[src/hdl/stp_pkg.sv]
// ----------------------------------------------------------------------------
// stp_pkg
// Shared types, constants and helper functions of the STUN message parser.
// ----------------------------------------------------------------------------
package stp_pkg;

    localparam logic [31:0] COOKIE       = 32'h2112A442;
    localparam logic [31:0] FP_XOR       = 32'h5354554E;
    localparam logic [15:0] GUID_RESET   = 16'hC000;
    localparam int          QUEUE_DEPTH  = 4;

    localparam logic [2:0] ST_OK       = 3'd0;
    localparam logic [2:0] ST_HEADER   = 3'd1;
    localparam logic [2:0] ST_COOKIE   = 3'd2;
    localparam logic [2:0] ST_LENGTH   = 3'd3;
    localparam logic [2:0] ST_ATTR     = 3'd4;
    localparam logic [2:0] ST_ORDER    = 3'd5;
    localparam logic [2:0] ST_FPRINT   = 3'd6;
    localparam logic [2:0] ST_OVERRUN  = 3'd7;

    localparam logic [15:0] AT_MAPPED   = 16'h0001;
    localparam logic [15:0] AT_USER     = 16'h0006;
    localparam logic [15:0] AT_INTEG    = 16'h0008;
    localparam logic [15:0] AT_ERROR    = 16'h0009;
    localparam logic [15:0] AT_UNKLIST  = 16'h000A;
    localparam logic [15:0] AT_XMAPPED  = 16'h0020;
    localparam logic [15:0] AT_PRIO     = 16'h0024;
    localparam logic [15:0] AT_USECAND  = 16'h0025;
    localparam logic [15:0] AT_FP       = 16'h8028;
    localparam logic [15:0] AT_ICE_CTLD = 16'h8029;
    localparam logic [15:0] AT_ICE_CTLG = 16'h802A;

    typedef enum logic [3:0] {
        K_UNKNOWN, K_MAPPED, K_XMAPPED, K_USER, K_INTEG, K_ERROR, K_UNKLIST,
        K_PRIO, K_USECAND, K_FP, K_ICE, K_GUID
    } t_kind;

    typedef struct packed {
        logic [7:0] data_byte;
        logic       byte_last;
    } t_in_item;

    typedef struct packed {
        logic        record_kind;
        logic [15:0] attr_type;
        logic [15:0] attr_length;
        logic [15:0] port_value;
        logic [63:0] addr_high;
        logic [63:0] addr_low;
        logic [63:0] scalar_value;
        logic [2:0]  status;
        logic [1:0]  msg_class;
        logic [11:0] msg_method;
        logic        run_last;
    } t_out_item;

    typedef struct packed {
        logic        attr_v;
        logic [15:0] attr_type;
        logic [15:0] attr_length;
        logic [15:0] port_value;
        logic [63:0] addr_high;
        logic [63:0] addr_low;
        logic [63:0] scalar_value;
        logic        end_v;
        logic [2:0]  status;
        logic [1:0]  msg_class;
        logic [11:0] msg_method;
    } t_bundle;

    function automatic logic [31:0] crc_byte(input logic [31:0] c_in, input logic [7:0] b);
        logic [31:0] c;
        c = c_in ^ {24'd0, b};
        for (int i = 0; i < 8; i++) begin
            c = c[0] ? ((c >> 1) ^ 32'hEDB88320) : (c >> 1);
        end
        return c;
    endfunction

    function automatic t_kind kind_of(input logic [15:0] t, input logic [15:0] guid);
        t_kind k;
        case (t)
            AT_MAPPED:   k = K_MAPPED;
            AT_USER:     k = K_USER;
            AT_INTEG:    k = K_INTEG;
            AT_ERROR:    k = K_ERROR;
            AT_UNKLIST:  k = K_UNKLIST;
            AT_XMAPPED:  k = K_XMAPPED;
            AT_PRIO:     k = K_PRIO;
            AT_USECAND:  k = K_USECAND;
            AT_FP:       k = K_FP;
            AT_ICE_CTLD: k = K_ICE;
            AT_ICE_CTLG: k = K_ICE;
            default:     k = (t == guid) ? K_GUID : K_UNKNOWN;
        endcase
        return k;
    endfunction

    function automatic logic length_ok(input t_kind k, input logic [15:0] len);
        logic ok;
        case (k)
            K_MAPPED, K_XMAPPED: ok = (len == 16'd8) || (len == 16'd20);
            K_USER:              ok = (len <= 16'd512);
            K_INTEG:             ok = (len == 16'd20);
            K_ERROR:             ok = (len >= 16'd4) && (len <= 16'd767);
            K_PRIO, K_FP:        ok = (len == 16'd4);
            K_USECAND:           ok = (len == 16'd0);
            K_ICE:               ok = (len == 16'd8);
            K_GUID:              ok = (len == 16'd12);
            default:             ok = 1'b1;
        endcase
        return ok;
    endfunction

    function automatic logic [16:0] extent_of(input logic [15:0] len);
        return 17'd4 + ((17'(len) + 17'd3) & ~17'd3);
    endfunction

endpackage

[src/hdl/stp_front.sv]
// ----------------------------------------------------------------------------
// stp_front
// Byte parser: header checks, attribute walk, value decode and running CRC.
// ----------------------------------------------------------------------------
module stp_front (
    input  logic             i_clk,
    input  logic             i_rst_n,
    input  logic             i_cfg_we,
    input  logic [15:0]      i_cfg_wdata,
    input  logic             i_accept,
    input  stp_pkg::t_in_item i_item,
    output logic             o_push,
    output stp_pkg::t_bundle o_bundle
);

    logic [15:0] r_guid;
    logic [15:0] r_pos,       n_pos;
    logic        r_in_body,   n_in_body;
    logic [15:0] r_decl,      n_decl;
    logic [13:0] r_cm,        n_cm;
    logic [7:0]  r_txn [12];
    logic        n_txn_we;
    logic [3:0]  n_txn_idx;
    logic [15:0] r_type,      n_type;
    logic [15:0] r_len,       n_len;
    logic [16:0] r_off,       n_off;
    logic [63:0] r_acc0,      n_acc0;
    logic [63:0] r_acc1,      n_acc1;
    logic [31:0] r_crc,       n_crc;
    logic [31:0] r_crc_start, n_crc_start;
    logic [15:0] r_padded,    n_padded;
    logic        r_integ,     n_integ;
    logic        r_fp,        n_fp;
    logic [2:0]  r_err,       n_err;
    logic [15:0] r_port,      n_port;
    logic [7:0]  r_fam,       n_fam;

    stp_pkg::t_bundle bnd;

    always_comb begin
        logic [7:0]  b;
        logic [15:0] t;
        logic [16:0] v;
        logic [16:0] ix;
        logic [7:0]  key;
        logic [7:0]  bx;
        logic [17:0] need;
        logic [16:0] ext;
        stp_pkg::t_kind k;
        logic        start;

        b = i_item.data_byte;
        n_pos = r_pos; n_in_body = r_in_body; n_decl = r_decl; n_cm = r_cm;
        n_type = r_type; n_len = r_len; n_off = r_off; n_acc0 = r_acc0; n_acc1 = r_acc1;
        n_crc = stp_pkg::crc_byte(r_crc, b);
        n_crc_start = r_crc_start; n_padded = r_padded; n_integ = r_integ; n_fp = r_fp;
        n_err = r_err; n_port = r_port; n_fam = r_fam;
        n_txn_we = 1'b0; n_txn_idx = r_pos[3:0] - 4'd8;
        bnd = '0;
        t = r_acc0[15:0]; v = '0; ix = '0; key = '0; bx = b; need = '0; start = 1'b0;
        ext = '0;
        k = stp_pkg::K_UNKNOWN;

        if (!r_in_body) begin
            if (r_pos < 16'd2) begin
                n_acc0 = {r_acc0[55:0], b};
            end else if (r_pos < 16'd4) begin
                n_decl = {r_decl[7:0], b};
            end else if (r_pos < 16'd8) begin
                n_acc1 = {r_acc1[55:0], b};
            end else begin
                n_txn_we = 1'b1;
            end
            if (r_pos == 16'd3 && r_err == stp_pkg::ST_OK) begin
                if (t[15:14] != 2'b00 || n_decl[1:0] != 2'b00) begin
                    n_err = stp_pkg::ST_HEADER;
                end else begin
                    n_cm = {t[8], t[4], t[13:9], t[7:5], t[3:0]};
                end
            end
            if (r_pos == 16'd7 && r_err == stp_pkg::ST_OK && n_acc1[31:0] != stp_pkg::COOKIE) begin
                n_err = stp_pkg::ST_COOKIE;
            end
            n_pos = r_pos + 16'd1;
            if (n_pos == 16'd20) begin
                n_in_body = 1'b1;
                n_pos = '0;
                n_acc0 = '0;
                n_acc1 = '0;
            end
        end else begin
            if (r_pos != 16'hFFFF) begin
                n_pos = r_pos + 16'd1;
            end
            start = (r_off == '0);
            if (r_err == stp_pkg::ST_OK && !(start && r_padded >= r_decl)) begin
                if (start) begin
                    n_crc_start = r_crc;
                    n_acc0 = '0; n_acc1 = '0; n_type = '0; n_len = '0;
                    n_port = '0; n_fam = '0;
                end
                if (r_off < 17'd2) begin
                    n_type = {n_type[7:0], b};
                end else if (r_off < 17'd4) begin
                    n_len = {n_len[7:0], b};
                end
                k = stp_pkg::kind_of(n_type, r_guid);
                ext = stp_pkg::extent_of(n_len);
                if (r_off == 17'd3) begin
                    need = {2'b00, r_padded} + {1'b0, ext};
                    if (!stp_pkg::length_ok(k, n_len)) begin
                        n_err = stp_pkg::ST_ATTR;
                    end else if (need > {2'b00, r_decl}) begin
                        n_err = stp_pkg::ST_OVERRUN;
                    end
                end else if (r_off >= 17'd4) begin
                    v = r_off - 17'd4;
                    if (v < {1'b0, n_len}) begin
                        case (k)
                            stp_pkg::K_MAPPED, stp_pkg::K_XMAPPED: begin
                                if (v == 17'd1) begin
                                    n_fam = b;
                                    if (!((b == 8'd1 && n_len == 16'd8) ||
                                          (b == 8'd2 && n_len == 16'd20))) begin
                                        n_err = stp_pkg::ST_ATTR;
                                    end
                                end else if (v == 17'd2 || v == 17'd3) begin
                                    n_port = {n_port[7:0], b};
                                end else if (v >= 17'd4) begin
                                    ix = v - 17'd4;
                                    if (ix < 17'd4) begin
                                        key = 8'(stp_pkg::COOKIE >> {~ix[1:0], 3'b000});
                                    end else begin
                                        key = r_txn[4'(ix - 17'd4)];
                                    end
                                    if (k == stp_pkg::K_XMAPPED) begin
                                        bx = b ^ key;
                                    end
                                    if (ix < 17'd8) begin
                                        n_acc0 = {n_acc0[55:0], bx};
                                    end else begin
                                        n_acc1 = {n_acc1[55:0], bx};
                                    end
                                end
                            end
                            stp_pkg::K_ERROR: begin
                                if (v < 17'd4) begin
                                    n_acc1 = {n_acc1[55:0], b};
                                    if (v == 17'd3 && (n_acc1[10:8] < 3'd3 || n_acc1[10:8] > 3'd6 ||
                                                       n_acc1[7:0] > 8'd100)) begin
                                        n_err = stp_pkg::ST_ATTR;
                                    end
                                end
                            end
                            stp_pkg::K_PRIO, stp_pkg::K_FP, stp_pkg::K_ICE: begin
                                if (v < 17'd8) begin
                                    n_acc1 = {n_acc1[55:0], b};
                                end
                            end
                            stp_pkg::K_GUID: begin
                                if (v < 17'd8) begin
                                    n_acc0 = {n_acc0[55:0], b};
                                end else begin
                                    n_acc1 = {n_acc1[55:0], b};
                                end
                            end
                            default: begin
                            end
                        endcase
                    end
                end
                n_off = r_off + 17'd1;
                if (n_err == stp_pkg::ST_OK && r_off >= 17'd3 && n_off == ext) begin
                    if (r_fp || (r_integ && k != stp_pkg::K_FP)) begin
                        n_err = stp_pkg::ST_ORDER;
                    end else if (k == stp_pkg::K_FP &&
                                 n_acc1[31:0] != ((~n_crc_start) ^ stp_pkg::FP_XOR)) begin
                        n_err = stp_pkg::ST_FPRINT;
                    end else begin
                        bnd.attr_v      = 1'b1;
                        bnd.attr_type   = n_type;
                        bnd.attr_length = n_len;
                        case (k)
                            stp_pkg::K_MAPPED, stp_pkg::K_XMAPPED: begin
                                bnd.port_value = (k == stp_pkg::K_XMAPPED) ?
                                                 (n_port ^ stp_pkg::COOKIE[31:16]) : n_port;
                                if (n_fam == 8'd1) begin
                                    bnd.addr_low = {32'd0, n_acc0[31:0]};
                                end else begin
                                    bnd.addr_high = n_acc0;
                                    bnd.addr_low  = n_acc1;
                                end
                                bnd.scalar_value = {56'd0, n_fam};
                            end
                            stp_pkg::K_ERROR: begin
                                bnd.scalar_value = 64'(n_acc1[10:8] * 10'd100) + {56'd0, n_acc1[7:0]};
                            end
                            stp_pkg::K_PRIO, stp_pkg::K_FP: begin
                                bnd.scalar_value = {32'd0, n_acc1[31:0]};
                            end
                            stp_pkg::K_ICE: begin
                                bnd.scalar_value = n_acc1;
                            end
                            stp_pkg::K_GUID: begin
                                bnd.addr_high = n_acc0;
                                bnd.addr_low  = {32'd0, n_acc1[31:0]};
                            end
                            default: begin
                            end
                        endcase
                        if (k == stp_pkg::K_INTEG) begin
                            n_integ = 1'b1;
                        end
                        if (k == stp_pkg::K_FP) begin
                            n_fp = 1'b1;
                        end
                        n_padded = r_padded + ext[15:0];
                        n_off = '0;
                    end
                end
            end
        end

        if (i_item.byte_last) begin
            bnd.end_v = 1'b1;
            if (n_err == stp_pkg::ST_HEADER || n_err == stp_pkg::ST_COOKIE) begin
                bnd.status = n_err;
            end else if (!n_in_body || n_pos != n_decl) begin
                bnd.status = stp_pkg::ST_LENGTH;
            end else begin
                bnd.status = n_err;
            end
            bnd.msg_class  = n_cm[13:12];
            bnd.msg_method = n_cm[11:0];
            n_pos = '0; n_in_body = 1'b0; n_decl = '0; n_cm = '0;
            n_type = '0; n_len = '0; n_off = '0; n_acc0 = '0; n_acc1 = '0;
            n_crc = '1; n_crc_start = '0; n_padded = '0; n_integ = 1'b0; n_fp = 1'b0;
            n_err = stp_pkg::ST_OK; n_port = '0; n_fam = '0;
        end
    end

    always_ff @(posedge i_clk) begin
        if (!i_rst_n) begin
            r_guid <= stp_pkg::GUID_RESET;
        end else if (i_cfg_we) begin
            r_guid <= i_cfg_wdata;
        end
    end

    always_ff @(posedge i_clk) begin
        if (!i_rst_n) begin
            r_pos <= '0; r_in_body <= 1'b0; r_decl <= '0; r_cm <= '0;
            r_type <= '0; r_len <= '0; r_off <= '0; r_acc0 <= '0; r_acc1 <= '0;
            r_crc <= '1; r_crc_start <= '0; r_padded <= '0; r_integ <= 1'b0;
            r_fp <= 1'b0; r_err <= stp_pkg::ST_OK; r_port <= '0; r_fam <= '0;
        end else if (i_accept) begin
            r_pos <= n_pos; r_in_body <= n_in_body; r_decl <= n_decl; r_cm <= n_cm;
            r_type <= n_type; r_len <= n_len; r_off <= n_off; r_acc0 <= n_acc0;
            r_acc1 <= n_acc1; r_crc <= n_crc; r_crc_start <= n_crc_start;
            r_padded <= n_padded; r_integ <= n_integ; r_fp <= n_fp; r_err <= n_err;
            r_port <= n_port; r_fam <= n_fam;
        end
    end

    always_ff @(posedge i_clk) begin
        if (i_accept && n_txn_we) begin
            r_txn[n_txn_idx] <= i_item.data_byte;
        end
    end

    assign o_push   = i_accept && (bnd.attr_v || bnd.end_v);
    assign o_bundle = bnd;

endmodule

[src/hdl/stp_back.sv]
// ----------------------------------------------------------------------------
// stp_back
// Record queue and output sequencer: splits each entry into one or two records.
// ----------------------------------------------------------------------------
module stp_back #(
    parameter int P_DEPTH = stp_pkg::QUEUE_DEPTH
) (
    input  logic              i_clk,
    input  logic              i_rst_n,
    input  logic              i_push,
    input  stp_pkg::t_bundle  i_bundle,
    output logic              o_full,
    input  logic              i_pop,
    output logic              o_empty,
    output stp_pkg::t_out_item o_item
);

    localparam int AW = $clog2(P_DEPTH);
    localparam int CW = $clog2(P_DEPTH + 1);

    stp_pkg::t_bundle r_q [P_DEPTH];
    logic [AW-1:0] r_wr, n_wr;
    logic [AW-1:0] r_rd, n_rd;
    logic [CW-1:0] r_count, n_count;
    logic          r_half, n_half;

    stp_pkg::t_bundle head;
    logic          both;
    logic          take;
    logic          adv;

    assign head    = r_q[r_rd];
    assign both    = head.attr_v && head.end_v;
    assign o_empty = (r_count == '0);
    assign o_full  = (r_count == CW'(P_DEPTH));
    assign take    = i_pop && !o_empty;
    assign adv     = take && !(both && !r_half);

    always_comb begin
        o_item = '0;
        if (head.attr_v && !r_half) begin
            o_item.record_kind  = 1'b0;
            o_item.attr_type    = head.attr_type;
            o_item.attr_length  = head.attr_length;
            o_item.port_value   = head.port_value;
            o_item.addr_high    = head.addr_high;
            o_item.addr_low     = head.addr_low;
            o_item.scalar_value = head.scalar_value;
            o_item.run_last     = !head.end_v;
        end else begin
            o_item.record_kind = 1'b1;
            o_item.status      = head.status;
            o_item.msg_class   = head.msg_class;
            o_item.msg_method  = head.msg_method;
            o_item.run_last    = 1'b1;
        end
    end

    always_comb begin
        n_wr    = r_wr;
        n_rd    = r_rd;
        n_half  = r_half;
        n_count = r_count;
        if (i_push) begin
            n_wr = (r_wr == AW'(P_DEPTH - 1)) ? '0 : r_wr + AW'(1);
        end
        if (adv) begin
            n_rd   = (r_rd == AW'(P_DEPTH - 1)) ? '0 : r_rd + AW'(1);
            n_half = 1'b0;
        end else if (take) begin
            n_half = 1'b1;
        end
        n_count = r_count + CW'(i_push) - CW'(adv);
    end

    always_ff @(posedge i_clk) begin
        if (!i_rst_n) begin
            r_wr <= '0; r_rd <= '0; r_count <= '0; r_half <= 1'b0;
        end else begin
            r_wr <= n_wr; r_rd <= n_rd; r_count <= n_count; r_half <= n_half;
        end
    end

    always_ff @(posedge i_clk) begin
        if (i_push) begin
            r_q[r_wr] <= i_bundle;
        end
    end

    a_count_bound: assert property (@(posedge i_clk) disable iff (!i_rst_n)
        r_count <= CW'(P_DEPTH))
        else $error("queue count above depth");

    a_half_valid: assert property (@(posedge i_clk) disable iff (!i_rst_n)
        r_half |-> (!o_empty && head.attr_v && head.end_v))
        else $error("second record step without a paired entry");

    a_split: assert property (@(posedge i_clk) disable iff (!i_rst_n)
        (take && both && !r_half) |=> (r_half && $stable(r_rd)))
        else $error("paired entry not split into two records");

endmodule

[src/hdl/stun_message_parser.sv]
// ----------------------------------------------------------------------------
// stun_message_parser
// STUN datagram parser: one byte per cycle in, attribute and end records out.
// The record a byte causes is registered in the record queue, then popped in order.
// Throughput: one byte per cycle; the front stalls only when the record queue
// of P_QUEUE_DEPTH entries is full, a byte closing an attribute and the message
// takes two result pops. Reset clears all parse state and sets the GUID
// prefix code register to 0xC000; the transaction id bytes are not cleared.
// ----------------------------------------------------------------------------
module stun_message_parser #(
    parameter int P_QUEUE_DEPTH = stp_pkg::QUEUE_DEPTH
) (
    input  logic               i_clk,
    input  logic               i_rst_n,
    input  logic               i_cfg_we,
    input  logic [15:0]        i_cfg_wdata,
    input  logic               push,
    output logic               full,
    input  stp_pkg::t_in_item  i_item,
    output logic               empty,
    input  logic               pop,
    output stp_pkg::t_out_item o_item
);

    logic             accept;
    logic             q_push;
    logic             q_full;
    stp_pkg::t_bundle q_bundle;

    assign full   = q_full;
    assign accept = push && !q_full;

    stp_front u_front (
        .i_clk       (i_clk),
        .i_rst_n     (i_rst_n),
        .i_cfg_we    (i_cfg_we),
        .i_cfg_wdata (i_cfg_wdata),
        .i_accept    (accept),
        .i_item      (i_item),
        .o_push      (q_push),
        .o_bundle    (q_bundle)
    );

    stp_back #(
        .P_DEPTH (P_QUEUE_DEPTH)
    ) u_back (
        .i_clk    (i_clk),
        .i_rst_n  (i_rst_n),
        .i_push   (q_push),
        .i_bundle (q_bundle),
        .o_full   (q_full),
        .i_pop    (pop),
        .o_empty  (empty),
        .o_item   (o_item)
    );

endmodule

[config.mk]
export PLATFORM = sky130hd
export DESIGN_NAME = stun_message_parser
export DESIGN_NICKNAME = d
export VERILOG_FILES = /design/src/hdl/stp_pkg.sv /design/src/hdl/stp_front.sv /design/src/hdl/stp_back.sv /design/src/hdl/stun_message_parser.sv
export SDC_FILE = /design/constraint.sdc
export NUM_CORES = 2
export LEC_CHECK = 0
export ABC_AREA = 0
export BUFFER_PORTS_ARGS = -buffer_cell sky130_fd_sc_hd__buf_2
export CORE_MARGIN = 2
export CORE_UTILIZATION = 37
export DETAILED_ROUTE_END_ITERATION = 16
export SYNTH_ARGS = -nofsm -noshare
export SYNTH_HDL_FRONTEND = slang
export SYNTH_HIERARCHICAL = 1
export SYNTH_SLANG_ARGS = --single-unit
[constraint.sdc]
create_clock -name i_clk -period 37.3 [get_ports i_clk]
set_clock_uncertainty 0.05 [all_clocks]
set_input_delay 7.46 -clock i_clk [delete_from_list [all_inputs] [get_ports i_clk]]
set_output_delay 7.46 -clock i_clk [all_outputs]
set_load 0.005 [all_outputs]
After elaboration in Yosys (flattened, before gate mapping)

Memories as Yosys holds them, arrays and structs flattened. A register that Yosys moved wholly into a read port is not among the register bits.
Cells that the tools add are included.

Register bits after elaboration: 357
Latch bits: 0
RAM bits: 1132
Memory bits (read-only): 0
Input bits: 30
Output and inout port bits: 261
Memories kept: 2

Add/subtract/negate cells: 15
Multipliers: 1
Div/mod/pow operators: 0
Magnitude comparators: 21
Equal/unequal tests: 52
Shifts and indexed selects: 1
Muxes and demuxes: 204
Bitwise logic cells: 15
Reduce and logical (&&, ||, !) cells: 64

Memory list:

| name          | depth | width | read ports | clocked after memory_dff | wr ports | line            | RTL |
|---|---|---|---|---|---|---|---|
| u_back.r_q    | 4     | 259   | 1          | 1                        | 1        | stp_back.sv:21  | `stp_pkg::t_bundle r_q [P_DEPTH];` |
| u_front.r_txn | 12    | 8     | 1          | 0                        | 1        | stp_front.sv:21 | `logic [7:0] r_txn [12];` |

Operator list:

| cell                  | number |
|---|---|
| $mux 64               | 39 |
| $mux 241              | 5 |
| $mux 16               | 43 |
| $pmux 64 s4           | 2 |
| $mux 32               | 15 |
| $pmux 128 s2          | 1 |
| $mux 240              | 1 |
| $mux 8                | 22 |
| $pmux 64 s2           | 1 |
| $mux 17               | 7 |
| $not 13->14           | 8 |
| $eq 16x4->1 const B   | 5 |
| $mux 14               | 5 |
| $mux 3                | 22 |
| $eq 17x2->1 const B   | 3 |
| $lt 17x3->1 const B   | 3 |
| $eq 16x16->1 const B  | 3 |
| $eq 16x3->1 const B   | 3 |
| $eq 16x6->1 const B   | 3 |
| $pmux 4 s10           | 1 |
| $ge 17x3->1 const B   | 2 |
| $lt 17x4->1 const B   | 2 |
| $sub 17x3->17 const B | 2 |
| $eq 16x5->1 const B   | 2 |
| other kinds (78)      | 173 |

Longest topological paths before layout

Depth in word-level cells: 46
Gate-level depth with buffers: 52
Gate-level depth less buffers: 45

By module

The synthesis kept the hierarchy.

By module, submodules not included:

| module              | times used | cells each | area each (µm²) | sequential area each (µm²) |
|---|---|---|---|---|
| stp_back            | 1          | 1698       | 39524.2         | 31310.0 |
| stp_front           | 1          | 4891       | 35616.7         | 9829.4 |
| stun_message_parser | 1          | 1          | 13.8            | 0.0 |

Worst setup path before layout

No wires, ideal clock.

Kind: input -> register
From: in i_item[4] (netlist name)
To: mem u_back/r_q[0][0] (netlist name) (enable)
Arrival time: 19.537 ns
Data required time: 36.598 ns
Path slack: 17.061 ns
Stages: 36
Path buffers: 3
Cells stage by stage: clkbuf_1 > buf_1 > a22o_1 > nor2_1 > nor2_1 > ha_1 > a21boi_0 > mux2i_1 > xor2_1 > ha_1 > a21boi_0 > o21a_1 > o21ai_0 > a21oi_1 > a41oi_1 > nor2b_1 > xnor2_1 > ha_1 > and3_1 > nand2_1 > o21ai_0 > a21oi_1 > a22oi_1 > nor3_1 > nand3_1 > nor4_1 > a21o_1 > nor2b_1 > a21oi_1 > nor2_1 > nand3_1 > nor2_1 > o31ai_2 > clkbuf_1 > inv_1 > and2_1

Word-level cells in the longest chain between the ends: 31
Elaborated cells on any way between the ends: 109
Classes of those cells: add/sub: 3; order compare: 6; eq/ne: 31; mux: 48; bitwise: 1; reduce/logical: 20

Ends and longest elaborated chain:

| what                                                    | line                      | RTL |
|---|---|---|
| from (decl)                                             | stun_message_parser.sv:19 | `input stp_pkg::t_in_item i_item,` |
| branches (longest 24 deep; another with $add 16x17->18) | n/a                       |  |
| $mux 241 (*)                                            | stp_front.sv:173          | `if (n_err == stp_pkg::ST_OK && r_off >= 17'd3 && n_off == ext) begin` |
| $mux 241 (*)                                            | stp_front.sv:96           | `if (r_err == stp_pkg::ST_OK && !(start && r_padded >= r_decl)) begin` |
| $mux 241 (*)                                            | stp_front.sv:64           | `if (!r_in_body) begin` |
| $logic_or 1x1->1 (*)                                    | stp_front.sv:271          | `assign o_push = i_accept && (bnd.attr_v \|\| bnd.end_v);` |
| $logic_and 1x1->1 (*)                                   | stp_front.sv:271          |  |
| named net q_push                                        | stun_message_parser.sv:26 | `logic q_push;` |
| $mux 1 (*)                                              | stp_back.sv:85            | `if (i_push) begin` |
| $mux 1 (not written as such) (*)                        | stp_back.sv:86            | `r_q[r_wr] <= i_bundle;` |
| to (decl)                                               | stp_back.sv:21            |  |

Mark *: on every way through the listed nets, which the timed path passes. The select of a mux whose other input is x is not followed.

Worst setup path after layout

From: in i_item[1] (netlist name)
To: mem u_back/r_q[3][158] (netlist name) (enable)

The elaborated chain is that of the path after synthesis.

==> metrics.md <==
| Metric | Value |
|---|---|
| # Max-Cap Violations | 0 |
| Area of the core | approximately 200,000 µm² |
| Hold_ws | between 0.4 and 0.5 ns |
| Row cnt | roughly 170 |
| Final Cell Area | 84,500 µm² |
| Worst-margin pin slew | around 1.4 ns |
| Crit path DAT | between 15 and 20 ns |
| Worst-Skew Late Latency | about 0.85 ns |
| Post-synth EDFFs | between 1,000 and 1,500 |
| Routed WL | 265.9 mm |
| CP max-delay cell | buf_4 |
| Dominant synthesized flop cell | edfxtp_1 |
| Syn Inst Count | between 6,000 and 7,000 |
| Worst setup EP type | flip-flop |
| Final WS setup | 19.12 ns |
| Total CTS buffers | 158 |
| CTS tree | built |
| Crit-path max cell delay | 0.84 ns |
| Hpwl dp | about 180 mm |
| RSZ-0062 raised after global routing | false |
| # nets final | 6,822 |
| Clock Path Buffers | 3 |
| CTS root buffer | clkbuf_16 |
| Share of cells above drive strength 1 | 0.1580 |
| IO Port Bufs | 290 |
| DR pass1 iterations | 8 |
| Worst EP required | 37.70 ns |
| Congestion Overflow GR | 0 |
| Worst slew margin | 0.03819 |
| Cts repair resizes | 0 |
| RePlAce Congestion | ~0.99 |
| Sw Pwr | 1223 µW |
| Part of the Yosys area used for sequential elements | 0.5474 |
| I/O pin cnt | between 200 and 300 |
| Hold buffer count at cts | 0 |
| Clk pwr share | 0.363 |
| # DRC | 0 |
| Pwr Total | about 4300 µW |
| Setup bufs post-CTS | 0 |
| Pwr Density | roughly 51 nW/µm² |
| All-Layer GR Usage | 0.2508 |
| Initial antenna violation count | 14 |
| Share of power burned in combinational logic | 0.201 |
| Vias in the first global route | 54,282 |
| Via count | 57,080 |
| Flop pwr share | 0.436 |
| Pint | about 3100 µW |
| H-tree levels | 4 |
| Top cell type's share of synthesized area | 0.4523 |
| Synth-to-Final Area Change | 12.43% |
| Die X | 454.7 µm |
| Synthesis-stage register bit count | 1,489 |
| Clk sinks | 1,489 |
| ANT nets after route | 0 |
| Static leakage | 0.02752 µW |
| Filler cell count | 18,799 |
| Largest area contributor in the netlist | edfxtp_1 |
| Die height | 454.7 µm |
| CP Max Fanout | 62 |
| Ys Warns | 6 |
| Vias/cell | 6.005 |
| Hold WC Path Type | reg2reg |
| Status | finished, final reports clean |
| Crit Path Class | in2reg |
| Most frequent CP cell | nor2_1 |
| Worst slack, placed | 18.47 ns |
| Drt initial violations | 6,906 |
| Worst-path clk slew | 0.06 ns |
| Synth cell types | ~110 |
| Async SR Flop Fraction | 0 |
| Final Hold Violating Endpoints | 0 |
| Wirelength per Cell | 27.97 µm |
| Critical Path Start Type | input pin |
| Final Cycle Share | 0.4875 |
| # setup viols final | 0 |
| Dominant cells by area after synthesis | edfxtp_1, dfxtp_1, mux4_2 |
| Slew Limit Fails | 0 |
| Setup TNS | 0 ns |
| Initial Utilization | 0.3718 |
| Clock period minus final worst setup slack | ~18 ns |
| Largest net degree at the start of global routing | 200 |
| DIE AREA | 206,700 µm² |
| Sw frac | 0.2821 |
| First-pass GRT wire length | 382.6 mm |
| Synth top cells by count | edfxtp_1, nor2_1, nand2_1 |
| Post-Synthesis Cell Area | roughly 75,000 µm² |
| Placement Cell Area | 79,260 µm² |
| Avg Cell Area, Syn | 11.40 µm² |
| Syn Nets | 6,714 |
| Top-count cell post-synth | edfxtp_1 |
| Worst ir drop on vdd | 0.05442 mV |
| Fmax | ~55 MHz |
## metrics by stage
step / instances / utilization
floorplan: 6590 / -
global placement: 9210 / 0.3922
detailed placement: 9210 / 0.3922
CTS: 9502 / 0.4180
global route: 9503 / 0.4181
finish: 9505 / 0.4181
## logic make-up after synthesis
logic type | count (synthesis) | share of synthesized area
compound gates | 1427 | 0.1249
xor+xnor | 233 | 0.02752
fa+ha+maj | 94 | 0.01595
buf+inv | 584 | 0.03145
flops | 1489 | 0.5474
mux | 451 | 0.1074
simple gates | 2312 | 0.1453
## power groups by stage
| stage | Sequential, µW | Combinational, µW | Clock [µW] |
|---|---|---|---|
| 4_1_cts | 1890 | 889 | 1610 |
| 5_1_grt | 1890 | 953 | 1670 |
| 2_1_floorplan | 1900 | 593 | 0 |
| 6_report | 1890 | 872 | 1580 |
| 3_3_place_gp | 1920 | 884 | 0 |
| 3_5_place_dp | 1920 | 885 | 0 |
## sequential cells by signal (all words and copies together), names as in the netlist, 3 cells and up, named ones only
register             cells
u_front/r_acc1          64
u_front/r_cm            14
u_front/r_err            3
u_front/r_crc           32
u_front/r_guid          16
u_front/r_type          16
u_front/r_len           16
u_front/r_padded        14
u_front/r_pos           16
u_front/r_acc0          64
u_back/r_q            1036
u_front/r_off           17
u_front/r_decl          16
u_front/r_txn           96
u_back/r_count           3
u_front/r_crc_start     32
u_front/r_port          16
u_front/r_fam            8
## layout make-up
cell class | instances | area (µm²) | share of cell area
repair buffers | 435 | 2590 | 0.03065
well taps | 2672 | 3343 | 0.03956
clock inverters | 74 | 940.9 | 0.01113
clock buffers | 218 | 4289 | 0.05076
inverters | 97 | 372.9 | 0.004413
flip-flops and latches | 1489 | 41150 | 0.4870
diodes | 3 | 7.507 | 0.00008884
multi-input cells | 4517 | 31810 | 0.3764
## worst max-delay path, delay by kind of cell
kind / cells / cell delay [ns]
compound gates: 14 / 3.08
xor+xnor: 2 / 0.37
fa+ha+maj: 3 / 0.70
buf+inv: 5 / 2.40
mux: 1 / 0.26
simple gates: 12 / 4.01
## worst paths after layout
check | start | endpoint | slack, ns | cells after the start
worst max-delay path | i_item[1] | u_back/r_q[3][158]$_DFFE_PP_ | 19.12 | 37
worst min-delay path | u_front/r_crc_start[2]$_SDFFE_PN0P_ | u_front/r_crc_start[2]$_SDFFE_PN0P_ | 0.42 | 2
worst max register to register | u_front/r_off[2]$_SDFFE_PN0P_ | u_back/r_q[3][158]$_DFFE_PP_ | 24.20 | 44
worst min register to register | u_front/r_crc_start[2]$_SDFFE_PN0P_ | u_front/r_crc_start[2]$_SDFFE_PN0P_ | 0.42 | 2
## metal layers
metal  vias to the layer above  track usage  routed length [µm]
met4                         8       0.1066               12240
met3                       585      0.04806               21380
li1                      24892            -                   -
met2                      2773       0.3969              122600
met5                         -            0                  68
met1                     28822       0.3362              109600
## layout by cell type (no fill, tap or decap), types with 35 or more instances in the layout
master / Yosys / routed
and3_1: 37 / 36
nor2_1: 792 / 788
a22oi_1: 266 / 266
mux2_2: 35 / 35
nand4_1: 44 / 44
and2_1: 95 / 90
buf_2: 73 / 290
o21ai_0: 321 / 320
edfxtp_1: 1132 / 1132
nor2b_1: 281 / 280
nor4_1: 43 / 43
nor3_1: 107 / 107
dfxtp_1: 357 / 353
buf_4: 9 / 141
nand2_1: 627 / 625
mux4_2: 281 / 281
o21a_1: 52 / 52
xnor2_1: 147 / 147
o22ai_1: 67 / 67
a21oi_1: 315 / 313
clkbuf_16: 0 / 158
nand3_1: 139 / 138
ha_1: 91 / 91
inv_1: 91 / 90
xor2_1: 84 / 84
clkbuf_1: 352 / 49
mux2i_1: 135 / 135
(Power assumes the default switching activity.)
